### src/rtl/lpe_mul.sv
// lpe_mul: shared signed multiplier with registered product
`timescale 1ns / 1ps

module lpe_mul #(
  parameter int AW = 27,
  parameter int BW = 23
) (
  input  logic                     clk,
  input  logic                     en,
  input  logic signed [AW-1:0]     a,
  input  logic signed [BW-1:0]     b,
  output logic signed [AW+BW-1:0]  prod_r
);

  always_ff @(posedge clk) begin
    if (en) begin
      prod_r <= a * b;
    end
  end

endmodule

### config.mk
export PLATFORM = sky130hd
export DESIGN_NAME = lpe_mul
export DESIGN_NICKNAME = d
export VERILOG_FILES = /design/src/rtl/lpe_mul.sv
export SDC_FILE = /design/constraint.sdc
export NUM_CORES = 2
export LEC_CHECK = 0
export CORE_UTILIZATION = 68
export DETAILED_ROUTE_END_ITERATION = 8
export DONT_BUFFER_PORTS = 1
export GPL_ROUTABILITY_DRIVEN = 1
export PLACE_DENSITY = 0.9
export SYNTH_ARGS = -nofsm -noshare
export SYNTH_HDL_FRONTEND = slang
export SYNTH_SLANG_ARGS = --single-unit
### constraint.sdc
create_clock -name clk -period 10.3 [get_ports clk]
set_input_delay 2.06 -clock clk [delete_from_list [all_inputs] [get_ports clk]]
set_output_delay 2.06 -clock clk [all_outputs]
set_load 0.02 [all_outputs]
==> reports/metrics.yaml <==
global_route:
  grt_start_max_net_pins: 51
  global_route.usage.met1: 0.384
  antenna_found_initial: 1
  grt_pass1_wl_um: 97100
  grt_remaining_overflow: 0
  via_count_of_the_first_global_routing_pass: 19800
  globalRouteMet3Util: 0.0596
  grt_usage: 0.348
  grt_busiest_layer: "met2"
  global_route.usage.met2: 0.618
flow_run:
  cap_viol_max_count: 0
run_status:
  outcome: "complete, no violations"
cells_and_area:
  stdcell_area_um2: 24800
  final_net_count: 3339
  largest_register_ffs: 50
  final_layout_size_suffix_gt1_frac: 0.00758
  multiInputGateArea_um2: 19800
  fillers: 2511
  footprint_of_the_flip_flops_and_latches_um2: 1500
  registers.top_by_ff_count: "prod_r"
  largest_registers: "prod_r x50"
  synthToLayoutAreaGrowth_pct: 1.32
synthesis:
  ys_ff_latch: 50
  synth_sequential_area_ratio: 0.0614
  ys_async_sr_fraction: 0
  synth-warning-count: 0
  synthesis.area_um2: 24500
  synth_enable_flop_cells: 50
  syn_nets: 3450
  synth.distinct_cells: 55
  syn-mean-instance-area_um2: 9.35
  synth-main-ff-cell: "sky130_fd_sc_hd__edfxtp_1"
  postSynthCellCount: 2616
clock_tree:
  postCtsHoldBufs: 0
  ctsLongestPathBuffers: 2
  numClockSinks: 50
  post_cts_resize_count: 0
  clkTransAtPathRegs_ns: 0.07
  numCtsBuffers: 5
  cts_tree: "done"
  clock_tree.root_cell: "sky130_fd_sc_hd__clkbuf_16"
  post-cts-setup-buffers: 0
  cts_max_level: 2
floorplanning:
  total_die_area_um2: 36700
  pin_count: 102
  initial_standard_cell_utilization_of_the_core: 0.689
  core.rowCount: 69
  die-height_um: 192
  die-width_um: 192
  core_area_um2: 35500
route:
  drt_iter0_drc: 1155
  via_per_inst: 5.85
  drtPass1Iterations: 5
  ant_nets: 0
  drcViolationCount: 0
  detailroute.via_count: 17400
  routed_wire_length_per_instance_um: 20.0
  drt_wl_total_um: 59300
timing:
  max_slew_margin: 0.381
  timing.final.crit_share: 0.852
  layout_min_cycle_time_ns: 8.77
  grt_setup_unrepaired: "false"
  report.final.slew_viol_count: 0
  setup_violations: 0
  timing_hold_violations_final: 0
  max_freq_ghz: 0.114
  tightestPinTransition_ns: 0.928
  finalSetupTns_ns: 0
placement:
  io_buffer_count: 0
  place_hpwl_um: 48800
  finalWeightedCongestion: 0.933
  post_dp_cell_area_um2: 24600
critical_path:
  crit_arrival_ns: 8.81
  required_ns: 10.34
  worstSetupPathType: "in2reg"
  worst_setup_path_start_kind: "primary input"
  worstPathMaxFanout: 27
  end_kind: "register"
hold_path:
  hold_class: "in2reg"
  whs_path_cells: 0
  timing.hold.worst.start: "en"
  timing.hold.worst_endpoint: "prod_r[38]$_DFFE_PP_"
## kinds of logic after synthesis
family / after synthesis / synth area share
fa+ha+maj: 782 / 0.599
compound gates: 159 / 0.0441
buf+inv: 845 / 0.130
flops: 50 / 0.0614
simple gates: 725 / 0.146
xor+xnor: 53 / 0.0190
mux: 2 / 0.000818
## final cells by class
class                      instances  area share
clock inverter                     3     0.00257
tap                              461      0.0233
clock buffer                       5     0.00505
multi-input combinational       1721       0.798
inverter                         727       0.110
antenna                            1    0.000101
sequential                        50      0.0606
## synthesized netlist by cell type (4+ instances only)
| library cell | number | area, um^2 |
|---|---|---|
| sky130_fd_sc_hd__inv_1 | 727 | 2730 |
| sky130_fd_sc_hd__fa_1 | 649 | 13000 |
| sky130_fd_sc_hd__nand2_1 | 339 | 1270 |
| sky130_fd_sc_hd__and2_1 | 287 | 1800 |
| sky130_fd_sc_hd__ha_1 | 133 | 1660 |
| sky130_fd_sc_hd__clkbuf_1 | 113 | 424 |
| sky130_fd_sc_hd__edfxtp_1 | 50 | 1500 |
| sky130_fd_sc_hd__a21oi_1 | 49 | 245 |
| sky130_fd_sc_hd__nor2_1 | 44 | 165 |
| sky130_fd_sc_hd__xnor2_1 | 41 | 359 |
| sky130_fd_sc_hd__o21ai_0 | 26 | 130 |
| sky130_fd_sc_hd__a21o_1 | 20 | 150 |
| sky130_fd_sc_hd__xor2_1 | 12 | 105 |
| sky130_fd_sc_hd__nor2b_1 | 9 | 56.3 |
| sky130_fd_sc_hd__and3_1 | 8 | 50.1 |
| sky130_fd_sc_hd__nand2b_1 | 8 | 50.1 |
| sky130_fd_sc_hd__nand3_1 | 8 | 40.0 |
| sky130_fd_sc_hd__nor3_1 | 8 | 40.0 |
| sky130_fd_sc_hd__a211oi_1 | 7 | 52.6 |
| sky130_fd_sc_hd__o21bai_1 | 7 | 52.6 |
| sky130_fd_sc_hd__a21boi_0 | 6 | 45.0 |
| sky130_fd_sc_hd__o211ai_1 | 6 | 45.0 |
| sky130_fd_sc_hd__a31oi_1 | 5 | 31.3 |
| sky130_fd_sc_hd__nand4_1 | 5 | 31.3 |
| sky130_fd_sc_hd__o21a_1 | 4 | 30.0 |
| sky130_fd_sc_hd__o31ai_1 | 4 | 30.0 |
## worst max-delay path by stage
stage                      from                    to  slack [ns]
after floorplan            b[2]  prod_r[49]$_DFFE_PP_        1.39
after global placement     a[7]  prod_r[49]$_DFFE_PP_        1.39
after detailed placement   b[2]  prod_r[49]$_DFFE_PP_        1.25
after CTS                 a[26]  prod_r[49]$_DFFE_PP_        1.55
after global routing       b[2]  prod_r[49]$_DFFE_PP_        1.13
final                      b[2]  prod_r[49]$_DFFE_PP_        1.53
## per-layer routing
| layer | share of wire | vias up |
|---|---|---|
| li1 | - | 7259 |
| met2 | 0.53 | 897 |
| met4 | 0.075 | 2 |
| met1 | 0.32 | 8868 |
| met3 | 0.074 | 326 |
| met5 | 0.00027 | - |
## metrics by stage
step	utilization	setup WS, ns	cells	hold slack (ns)
floorplan	-	1.39	2616	2.17
detailed placement	0.693	1.25	2959	2.18
finish	0.698	1.53	2968	1.87
global placement	0.693	1.39	2959	2.18
CTS	0.698	1.55	2967	1.87
global route	0.698	1.13	2967	1.87
## critical path: stages
cell	delay, ns
sky130_fd_sc_hd__nand2_1	0.09
sky130_fd_sc_hd__inv_1	0.09
sky130_fd_sc_hd__fa_1	0.54
sky130_fd_sc_hd__fa_1	0.64
sky130_fd_sc_hd__inv_1	0.22
sky130_fd_sc_hd__fa_1	0.76
sky130_fd_sc_hd__inv_1	0.25
sky130_fd_sc_hd__fa_1	0.52
sky130_fd_sc_hd__fa_1	0.57
sky130_fd_sc_hd__fa_1	0.43
sky130_fd_sc_hd__fa_1	0.45
sky130_fd_sc_hd__ha_1	0.42
sky130_fd_sc_hd__a21o_1	0.22
sky130_fd_sc_hd__a21o_1	0.17
sky130_fd_sc_hd__a21oi_1	0.28
sky130_fd_sc_hd__o21ai_0	0.13
sky130_fd_sc_hd__a221oi_1	0.39
sky130_fd_sc_hd__nor2_1	0.06
sky130_fd_sc_hd__or4_1	0.48
## cell usage in the layout, fill, tap and decap left out, types with 12 or more instances in the layout
cell type	synthesis	layout
sky130_fd_sc_hd__a21o_1	20	20
sky130_fd_sc_hd__xnor2_1	41	41
sky130_fd_sc_hd__nand2_1	339	339
sky130_fd_sc_hd__inv_1	727	727
sky130_fd_sc_hd__edfxtp_1	50	50
sky130_fd_sc_hd__fa_1	649	649
sky130_fd_sc_hd__xor2_1	12	12
sky130_fd_sc_hd__a21oi_1	49	49
sky130_fd_sc_hd__ha_1	133	133
sky130_fd_sc_hd__o21ai_0	26	26
sky130_fd_sc_hd__nor2_1	44	44
sky130_fd_sc_hd__and2_1	287	287
Power is left out: the tool's default activity adds up to more than one toggle a clock period on the data nets, which glitch-free logic cannot reach.
