[src/rtl/lpe_pkg.sv]
// lpe_pkg: shared types and constants for the legendre polynomial evaluator
`timescale 1ns / 1ps

package lpe_pkg;

  localparam int DEG_W      = 8;
  localparam int X_W        = 18;
  localparam int OUT_W      = 18;
  localparam int ST_W       = 2;
  localparam int RECIP_BITS = 22;
  localparam int R_W        = RECIP_BITS + 1;

  typedef enum logic [ST_W-1:0] {
    ST_OK  = 2'd0,
    ST_NEG = 2'd1,
    ST_BIG = 2'd2
  } status_t;

  typedef enum logic [5:0] {
    S_IDLE = 6'b000001,
    S_XP   = 6'b000010,
    S_CM   = 6'b000100,
    S_RC   = 6'b001000,
    S_FIN  = 6'b010000,
    S_DONE = 6'b100000
  } state_t;

endpackage

[src/rtl/lpe_recip_rom.sv]
// lpe_recip_rom: constant table of rounded reciprocals 2^RECIP_BITS / k, zero for k below 2
`timescale 1ns / 1ps

module lpe_recip_rom import lpe_pkg::*; #(
  parameter int MAX_DEGREE = 63
) (
  input  logic [$clog2(MAX_DEGREE+1)-1:0] k,
  output logic signed [R_W-1:0]           recip
);

  logic [R_W-1:0] tab [0:MAX_DEGREE];

  for (genvar g = 0; g <= MAX_DEGREE; g++) begin : g_tab
    localparam int Div = (g < 2) ? 1 : g;
    localparam int Rv  = (g < 2) ? 0 : (((1 << RECIP_BITS) + Div / 2) / Div);
    assign tab[g] = R_W'(Rv);
  end

  // depths that are not a power of two leave unused codes
  assign recip = (int'(k) > MAX_DEGREE) ? '0 : $signed(tab[k]);

endmodule

[config.mk]
export PLATFORM = sky130hd
export DESIGN_NAME = lpe_recip_rom
export DESIGN_NICKNAME = d
export VERILOG_FILES = /design/src/rtl/lpe_pkg.sv /design/src/rtl/lpe_recip_rom.sv
export SDC_FILE = /design/constraint.sdc
export NUM_CORES = 1
export LEC_CHECK = 0
export ABC_CLOCK_PERIOD_IN_PS = 2770
export BUFFER_PORTS_ARGS = -buffer_cell sky130_fd_sc_hd__buf_2
export CORE_MARGIN = 3
export CORE_UTILIZATION = 40
export DETAILED_ROUTE_END_ITERATION = 6
export PLACE_DENSITY = 0.69
export SYNTH_ARGS = -nofsm -noshare
export SYNTH_HDL_FRONTEND = slang
export SYNTH_SLANG_ARGS = --single-unit
export TNS_END_PERCENT = 10
[constraint.sdc]
create_clock -name vclk -period 2.77
set_input_delay 0.277 -clock vclk [all_inputs]
set_output_delay 0.277 -clock vclk [all_outputs]
set_load 0.005 [all_outputs]
==> results.json, run 1 <==
{
  "dr_total_vias": 2195,
  "row_count": 22,
  "postRouteAntennaNets": 0,
  "crit_cells": 8,
  "crit_path_start_kind": "primary input",
  "drv_cap": 0,
  "design_area_mm2": 0.00179,
  "path_buf_inv": 4,
  "dp_hpwl_um": 4240,
  "syn-cell-area_mm2": 0.00168,
  "postPlaceCellArea_mm2": 0.00179,
  "slowest_delay_ns": 0.47,
  "p_leak_uw": 0.000722,
  "critPathSlowestCell": "ha_1",
  "fin_crit_sh_pct": 89.7,
  "crit_family": "buffers and inverters",
  "coreArea_mm2": 0.00385,
  "die_area_mm2": 0.00501,
  "hold_buffers": 0,
  "p_sw_uw": 199,
  "rsz0062_at_grt": "no",
  "p_int_uw": 130,
  "slew_violations": 0,
  "yosysWarningCount": 0,
  "grt_max_degree": 43,
  "area_delta_synth_final_pct": 6.56,
  "final_cells": 320,
  "slew_headroom_pct": 55.3,
  "drt_iter0_drc": 568,
  "p_seq_share_pct": 0,
  "whs_path_depth": 4,
  "antenna_found_initial": 0,
  "final_common_cell": "a21oi_1",
  "seq_cell_count": 0,
  "drc": 0,
  "final_util_pct": 46.4,
  "p_comb_share_pct": 100.0,
  "dp.cells": 320,
  "outcome": "finished clean",
  "vias_per_cell": 6.86,
  "ioPinCount": 29,
  "fin_tns_setup_ns": 0,
  "place_congestion": 1.01,
  "arrival_ns": 2.21,
  "cp.required_ns": 2.49,
  "grt_pass1_vias": 1872,
  "die_w_um": 70.8,
  "seq_area_frac_synth_pct": 0,
  "regArea_um2": 0,
  "nets": 288,
  "p_per_area_mw_per_mm2": 184,
  "ys_types": 53,
  "vdd_drop_max_mv": 0.0637,
  "critical_path_class": "primary input to primary output",
  "pwr-share-clk_pct": 0,
  "grt_remaining_overflow": 0,
  "period_needed_ns": 2.49,
  "initial_core_util_pct": 43.5,
  "grt_util_all_layers_pct": 22.8,
  "synth_nets": 279,
  "hold_path_class": "primary input to primary output",
  "die_h_um": 70.8,
  "drtPass1Iterations": 7,
  "postCtsSetupBuffers": 0,
  "cts_resized": 0,
  "hold_viol": 0,
  "worst-path-max-fanout": 16,
  "end_kind": "primary output",
  "fmax_mhz": 402,
  "setup_viol": 0,
  "grt_pass1_wl_um": 9630,
  "path_cells": "buf_2, inv_1, ha_1, inv_1, nor2_1, a211o_1, a311o_1, buf_2",
  "syn_inst": 265,
  "switching_share_pct": 60.5,
  "mostFrequentLayoutCells": "a21oi_1, buf_2, o21ai_0, nand2_1, nor2_1",
  "syn_area_per_cell_um2": 6.33,
  "wl_per_cell_um": 19.0,
  "antenna_cells": 0,
  "whs_ns": 1.16,
  "port_buffers": 28,
  "worstMarginPinSlew_ns": 0.671,
  "drive_gt1_share_pct": 18.0,
  "nClkBuffers": 0,
  "wl_um": 6080
}
==> cell type report <==
type,count,area (µm²)
well taps,48,60.1
inverters,10,37.5
fillers,411,2070
repair buffers,39,223
multi-input cells,223,1470
==> cell families (layout without fill, tap and decap cells) <==
group                      count (synthesis)  after routing  share of synthesized area, %
and+or+nand+nor                           88             88                          26.4
xor gates and xnor gates                   1              1                         0.522
other                                      1              1                         0.223
adders and majority gates                  8              8                          5.97
muxes                                      8              8                          6.34
AOI/OAI and AO/OA                        117            117                          48.0
buffers and inverters                     42             49                          12.5
==> tightest hold or removal path, stage by stage <==
cell and delay [ns]:
buf_2 0.24, o221ai_1 0.15, o311ai_1 0.11, buf_2 0.11
==> cells in the mapped netlist, types with 2 or more instances <==
cell / instances / area [µm²]
nor2b_1: 10 / 62.6
o21ai_0: 24 / 120
nor3b_1: 4 / 30.0
nor3_1: 2 / 10.0
o221ai_1: 2 / 17.5
nand2b_1: 14 / 87.6
o211ai_1: 10 / 75.1
a31o_2: 3 / 26.3
a221oi_1: 6 / 52.6
a21o_1: 2 / 15.0
a311o_1: 4 / 40.0
nand2_1: 22 / 82.6
o311ai_0: 2 / 17.5
mux2i_1: 5 / 50.1
a211oi_1: 4 / 30.0
a31oi_1: 4 / 25.0
inv_1: 9 / 33.8
a311oi_1: 2 / 17.5
a211o_1: 4 / 35.0
clkbuf_1: 5 / 18.8
a21oi_1: 29 / 145
and2_1: 5 / 31.3
o22ai_1: 4 / 25.0
nand3_1: 7 / 35.0
buf_2: 21 / 105
buf_6: 2 / 22.5
o2bb2ai_1: 2 / 17.5
o22a_1: 2 / 17.5
buf_4: 3 / 22.5
mux4_2: 2 / 45.0
nor2_1: 21 / 78.8
ha_1: 8 / 100
==> path summary, 6_finish.rpt <==
path | from | end | slack, ns
max | k[0] | recip[1] | 0.28
min | k[1] | recip[10] | 1.16
==> power by group through the flow <==
stage	Sequential [µW]	Clock, µW	Combinational, µW
after floorplan	0	0	231
after global placement	0	0	318
after detailed placement	0	0	318
after CTS	0	0	319
after global routing	0	0	355
final	0	0	329
==> per-stage QoR <==
stage,worst slack (ns),total power [µW]
3_5_place_dp,0.308,318
3_3_place_gp,0.375,318
2_1_floorplan,0.483,231
6_report,0.285,329
4_1_cts,0.303,319
5_1_grt,0.149,355
==> layer usage <==
layer  up-vias  GRT usage [%]  wire [µm]
met5         -              0          0
li1       1014              -          -
met4         0           6.05        129
met3        20           3.13        791
met1       995           34.6       2540
met2       166           33.4       2630
Power figures use the tool's default switching activity.
==> run 2: changes to the inputs <==
ABC_CLOCK_PERIOD_IN_PS = default   (was 2770)
CORE_ASPECT_RATIO = 1.75   (was default)
==> results.json, run 2 (synthesis results as in run 1) <==
{
  "dr_total_vias": 2233,
  "critical_path_class": "primary input to primary output",
  "design_area_mm2": 0.00181,
  "crit_path_start_kind": "primary input",
  "seq_cell_count": 0,
  "mostFrequentLayoutCells": "a21oi_1, buf_2, o21ai_0, nand2_1, nor2_1",
  "rsz0062_at_grt": "no",
  "worstMarginPinSlew_ns": 0.658,
  "outcome": "finished clean",
  "die_area_mm2": 0.00504,
  "endpoint": "recip[10]",
  "postRouteAntennaNets": 0,
  "final_common_cell": "a21oi_1",
  "wl_per_cell_um": 19.7,
  "slew_violations": 0,
  "grt_pass1_vias": 2087,
  "initial_core_util_pct": 42.6,
  "grt_util_all_layers_pct": 25.7,
  "coreArea_mm2": 0.00394,
  "setup_viol": 0,
  "wl_um": 6320,
  "die_h_um": 91.7,
  "nets": 289,
  "grt_pass1_wl_um": 10100,
  "postCtsSetupBuffers": 0,
  "arrival_ns": 2.15,
  "drv_cap": 0,
  "antenna_cells": 0,
  "cts_resized": 0,
  "drtPass1Iterations": 5,
  "slew_headroom_pct": 56.1,
  "fin_crit_sh_pct": 87.7,
  "vias_per_cell": 6.96,
  "p_leak_uw": 0.000730,
  "port_buffers": 28,
  "hold_path_class": "primary input to primary output",
  "grt_max_degree": 40,
  "area_delta_synth_final_pct": 7.76,
  "regArea_um2": 0,
  "num-fill-cells": 457,
  "drc": 0,
  "row_count": 30,
  "fmax_mhz": 412,
  "worst-path-max-fanout": 39,
  "vdd_drop_max_mv": 0.134,
  "period_needed_ns": 2.43,
  "cp-startpoint": "k[3]",
  "grt_remaining_overflow": 0,
  "postPlaceCellArea_mm2": 0.00181,
  "p_per_area_mw_per_mm2": 185,
  "end_kind": "primary output",
  "dp_hpwl_um": 4620,
  "ioPinCount": 29,
  "cp.required_ns": 2.49,
  "drt_iter0_drc": 188,
  "antenna_found_initial": 0,
  "hold_buffers": 0,
  "whs_ns": 1.17,
  "fin_tns_setup_ns": 0,
  "die_w_um": 55.0,
  "drive_gt1_share_pct": 18.3,
  "place_congestion": 1.02,
  "nClkBuffers": 0,
  "hold_viol": 0
}
[run 2: power by group]
part           total, µW  internal [µW]  switching [µW]  leakage, µW
clock network          0              0               0            0
logic                335            133             201     0.000730
registers              0              0               0            0
total                335            133             201     0.000730
[run 2: metrics by stage]
stage	worst slack, ns	total power [µW]	utilization [%]	std cells
2_1_floorplan	0.483	231	-	265
3_3_place_gp	0.471	324	45.9	321
3_5_place_dp	0.405	325	45.9	321
4_1_cts	0.404	326	45.9	321
5_1_grt	0.285	362	45.9	321
6_report	0.340	335	45.9	321
[run 2: routing by layer]
layer | part of all wire [%] | routed length [µm] | vias to the layer above | global-route usage, %
met5 | 0 | 0 | - | 0
met4 | 6.9 | 435 | 0 | 17.4
met3 | 9.6 | 610 | 50 | 2.76
met2 | 49 | 3080 | 177 | 38.7
met1 | 35 | 2200 | 1000 | 32.5
li1 | - | - | 1006 | -
[run 2: cell type report]
type	instances	area (µm²)	share of cell area [%]
tap	48	60.1	3.32
inverter	10	37.5	2.08
multi-input combinational	223	1470	81.2
timing repair buffer	40	243	13.4
[run 2: how the worst min path moves through the flow]
stage	startpoint	end	slack [ns]	cells past startpoint
floorplan	k[4]	recip[4]	0.86	2
global placement	k[4]	recip[0]	1.15	3
detailed placement	k[4]	recip[0]	1.15	3
CTS	k[4]	recip[0]	1.15	3
global route	k[4]	recip[7]	1.19	3
finish	k[4]	recip[0]	1.17	3
[run 2: worst max-delay path, cell delays in order]
cell      delay [ns]
buf_2           0.31
buf_4           0.29
nor2_1          0.47
nand2_1         0.13
a221o_1         0.39
o311ai_1        0.09
buf_2           0.18
==> run 3: changes to the inputs <==
ABC_CLOCK_PERIOD_IN_PS = 2770   (was default)
CELL_PAD_IN_SITES_DETAIL_PLACEMENT = 1   (was default)
CELL_PAD_IN_SITES_GLOBAL_PLACEMENT = 1   (was default)
CORE_ASPECT_RATIO = default   (was 1.75)
PLACE_DENSITY = 0.91   (was 0.69)
==> results.json, run 3 (synthesis results as in run 1) <==
{
  "outcome": "finished clean",
  "grt_util_all_layers_pct": 26.1,
  "cp.required_ns": 2.49,
  "ioPinCount": 29,
  "die_h_um": 70.8,
  "end_kind": "primary output",
  "fmax_mhz": 393,
  "whs_path_depth": 3,
  "port_buffers": 28,
  "slew_headroom_pct": 59.4,
  "die_area_mm2": 0.00501,
  "drive_gt1_share_pct": 18.3,
  "initial_core_util_pct": 43.5,
  "period_needed_ns": 2.54,
  "hp-start": "k[4]",
  "p_sw_uw": 208,
  "drv_cap": 0,
  "worst-path-max-fanout": 16,
  "slowest_delay_ns": 0.49,
  "slew_violations": 0,
  "drtPass1Iterations": 5,
  "grt_max_degree": 36,
  "final_common_cell": "a21oi_1",
  "hold-path-endpoint": "recip[7]",
  "antenna_found_initial": 0,
  "antenna_cells": 0,
  "cp-startpoint": "k[0]",
  "nets": 289,
  "final_cells": 321,
  "dr_total_vias": 2260,
  "wl_um": 6920,
  "critPathSlowestCell": "ha_1",
  "fin_crit_sh_pct": 91.8,
  "p_seq_share_pct": 0,
  "p_comb_share_pct": 100.0,
  "grt_pass1_vias": 2121,
  "worstMarginPinSlew_ns": 0.607,
  "p_leak_uw": 0.000726,
  "coreArea_mm2": 0.00385,
  "vdd_drop_max_mv": 0.0757,
  "row_count": 22,
  "crit_path_start_kind": "primary input",
  "regArea_um2": 0,
  "vias_per_cell": 7.04,
  "place_congestion": 1.01,
  "grt_pass1_wl_um": 10900,
  "hold_path_class": "primary input to primary output",
  "die_w_um": 70.8,
  "dp.cells": 321,
  "multiInputGateArea_mm2": 0.00147,
  "crit_family": "buffers and inverters",
  "fin_tns_setup_ns": 0,
  "grt_remaining_overflow": 0,
  "rsz0062_at_grt": "no",
  "path_cells": "buf_2, inv_1, ha_1, inv_1, nor2_1, a211o_1, a311o_1, buf_2",
  "nClkBuffers": 0,
  "seq_cell_count": 0,
  "critical_path_class": "primary input to primary output",
  "hold_buffers": 0,
  "num-fill-cells": 532,
  "wl_per_cell_um": 21.6,
  "hold_viol": 0,
  "power_uw": 339,
  "setup_viol": 0,
  "dp_hpwl_um": 4990,
  "area_delta_synth_final_pct": 7.01,
  "arrival_ns": 2.27,
  "cts_resized": 0,
  "p_per_area_mw_per_mm2": 189,
  "path_buf_inv": 4,
  "drc": 0,
  "postRouteAntennaNets": 0,
  "postCtsSetupBuffers": 0,
  "switching_share_pct": 61.2,
  "p_int_uw": 131,
  "pwr-share-clk_pct": 0,
  "drt_iter0_drc": 251,
  "mostFrequentLayoutCells": "a21oi_1, buf_2, o21ai_0, nand2_1, nor2_1"
}
==> run 3: cell counts in the layout (fill, tap and decap cells not counted) <==
No cell type changed its count.
==> run 3: per-stage QoR <==
| step | utilization, % | instance area [µm²] | worst slack (ns) | hold WS [ns] |
|---|---|---|---|---|
| after CTS | 46.6 | 1800 | 0.245 | 1.10 |
| after global routing | 46.6 | 1800 | 0.104 | 1.14 |
| final | 46.6 | 1800 | 0.227 | 1.12 |
| after floorplan | - | 1680 | 0.483 | 0.857 |
| after global placement | 46.6 | 1800 | 0.368 | 1.10 |
| after detailed placement | 46.6 | 1800 | 0.261 | 1.10 |
==> run 3: layer usage <==
layer | vias to the layer above | share of wire (%) | GRT usage, %
li1 | 1005 | - | -
met1 | 1076 | 41 | 34.8
met2 | 155 | 46 | 43.5
met3 | 24 | 11 | 3.98
met4 | 0 | 2.3 | 7.52
met5 | - | 0 | 0
==> run 3: power groups by stage <==
stage / clock network, µW / logic [µW] / registers (µW)
global placement: 0 / 319 / 0
detailed placement: 0 / 330 / 0
finish: 0 / 339 / 0
floorplan: 0 / 231 / 0
CTS: 0 / 331 / 0
global route: 0 / 365 / 0
==> run 3: cell type report <==
cell class / count / share of cell area [%]
multi-input cells: 223 / 81.7
well taps: 48 / 3.34
repair buffers: 40 / 12.8
inverters: 10 / 2.09
==> run 3: how the worst max path moves through the flow <==
| stage | slack [ns] | cells after the start | endpoint |
|---|---|---|---|
| 3_3_place_gp | 0.37 | 8 | recip[1] |
| 2_1_floorplan | 0.48 | 9 | recip[10] |
| 5_1_grt | 0.10 | 8 | recip[10] |
| 6_report | 0.23 | 8 | recip[1] |
| 4_1_cts | 0.24 | 8 | recip[10] |
| 3_5_place_dp | 0.26 | 8 | recip[10] |
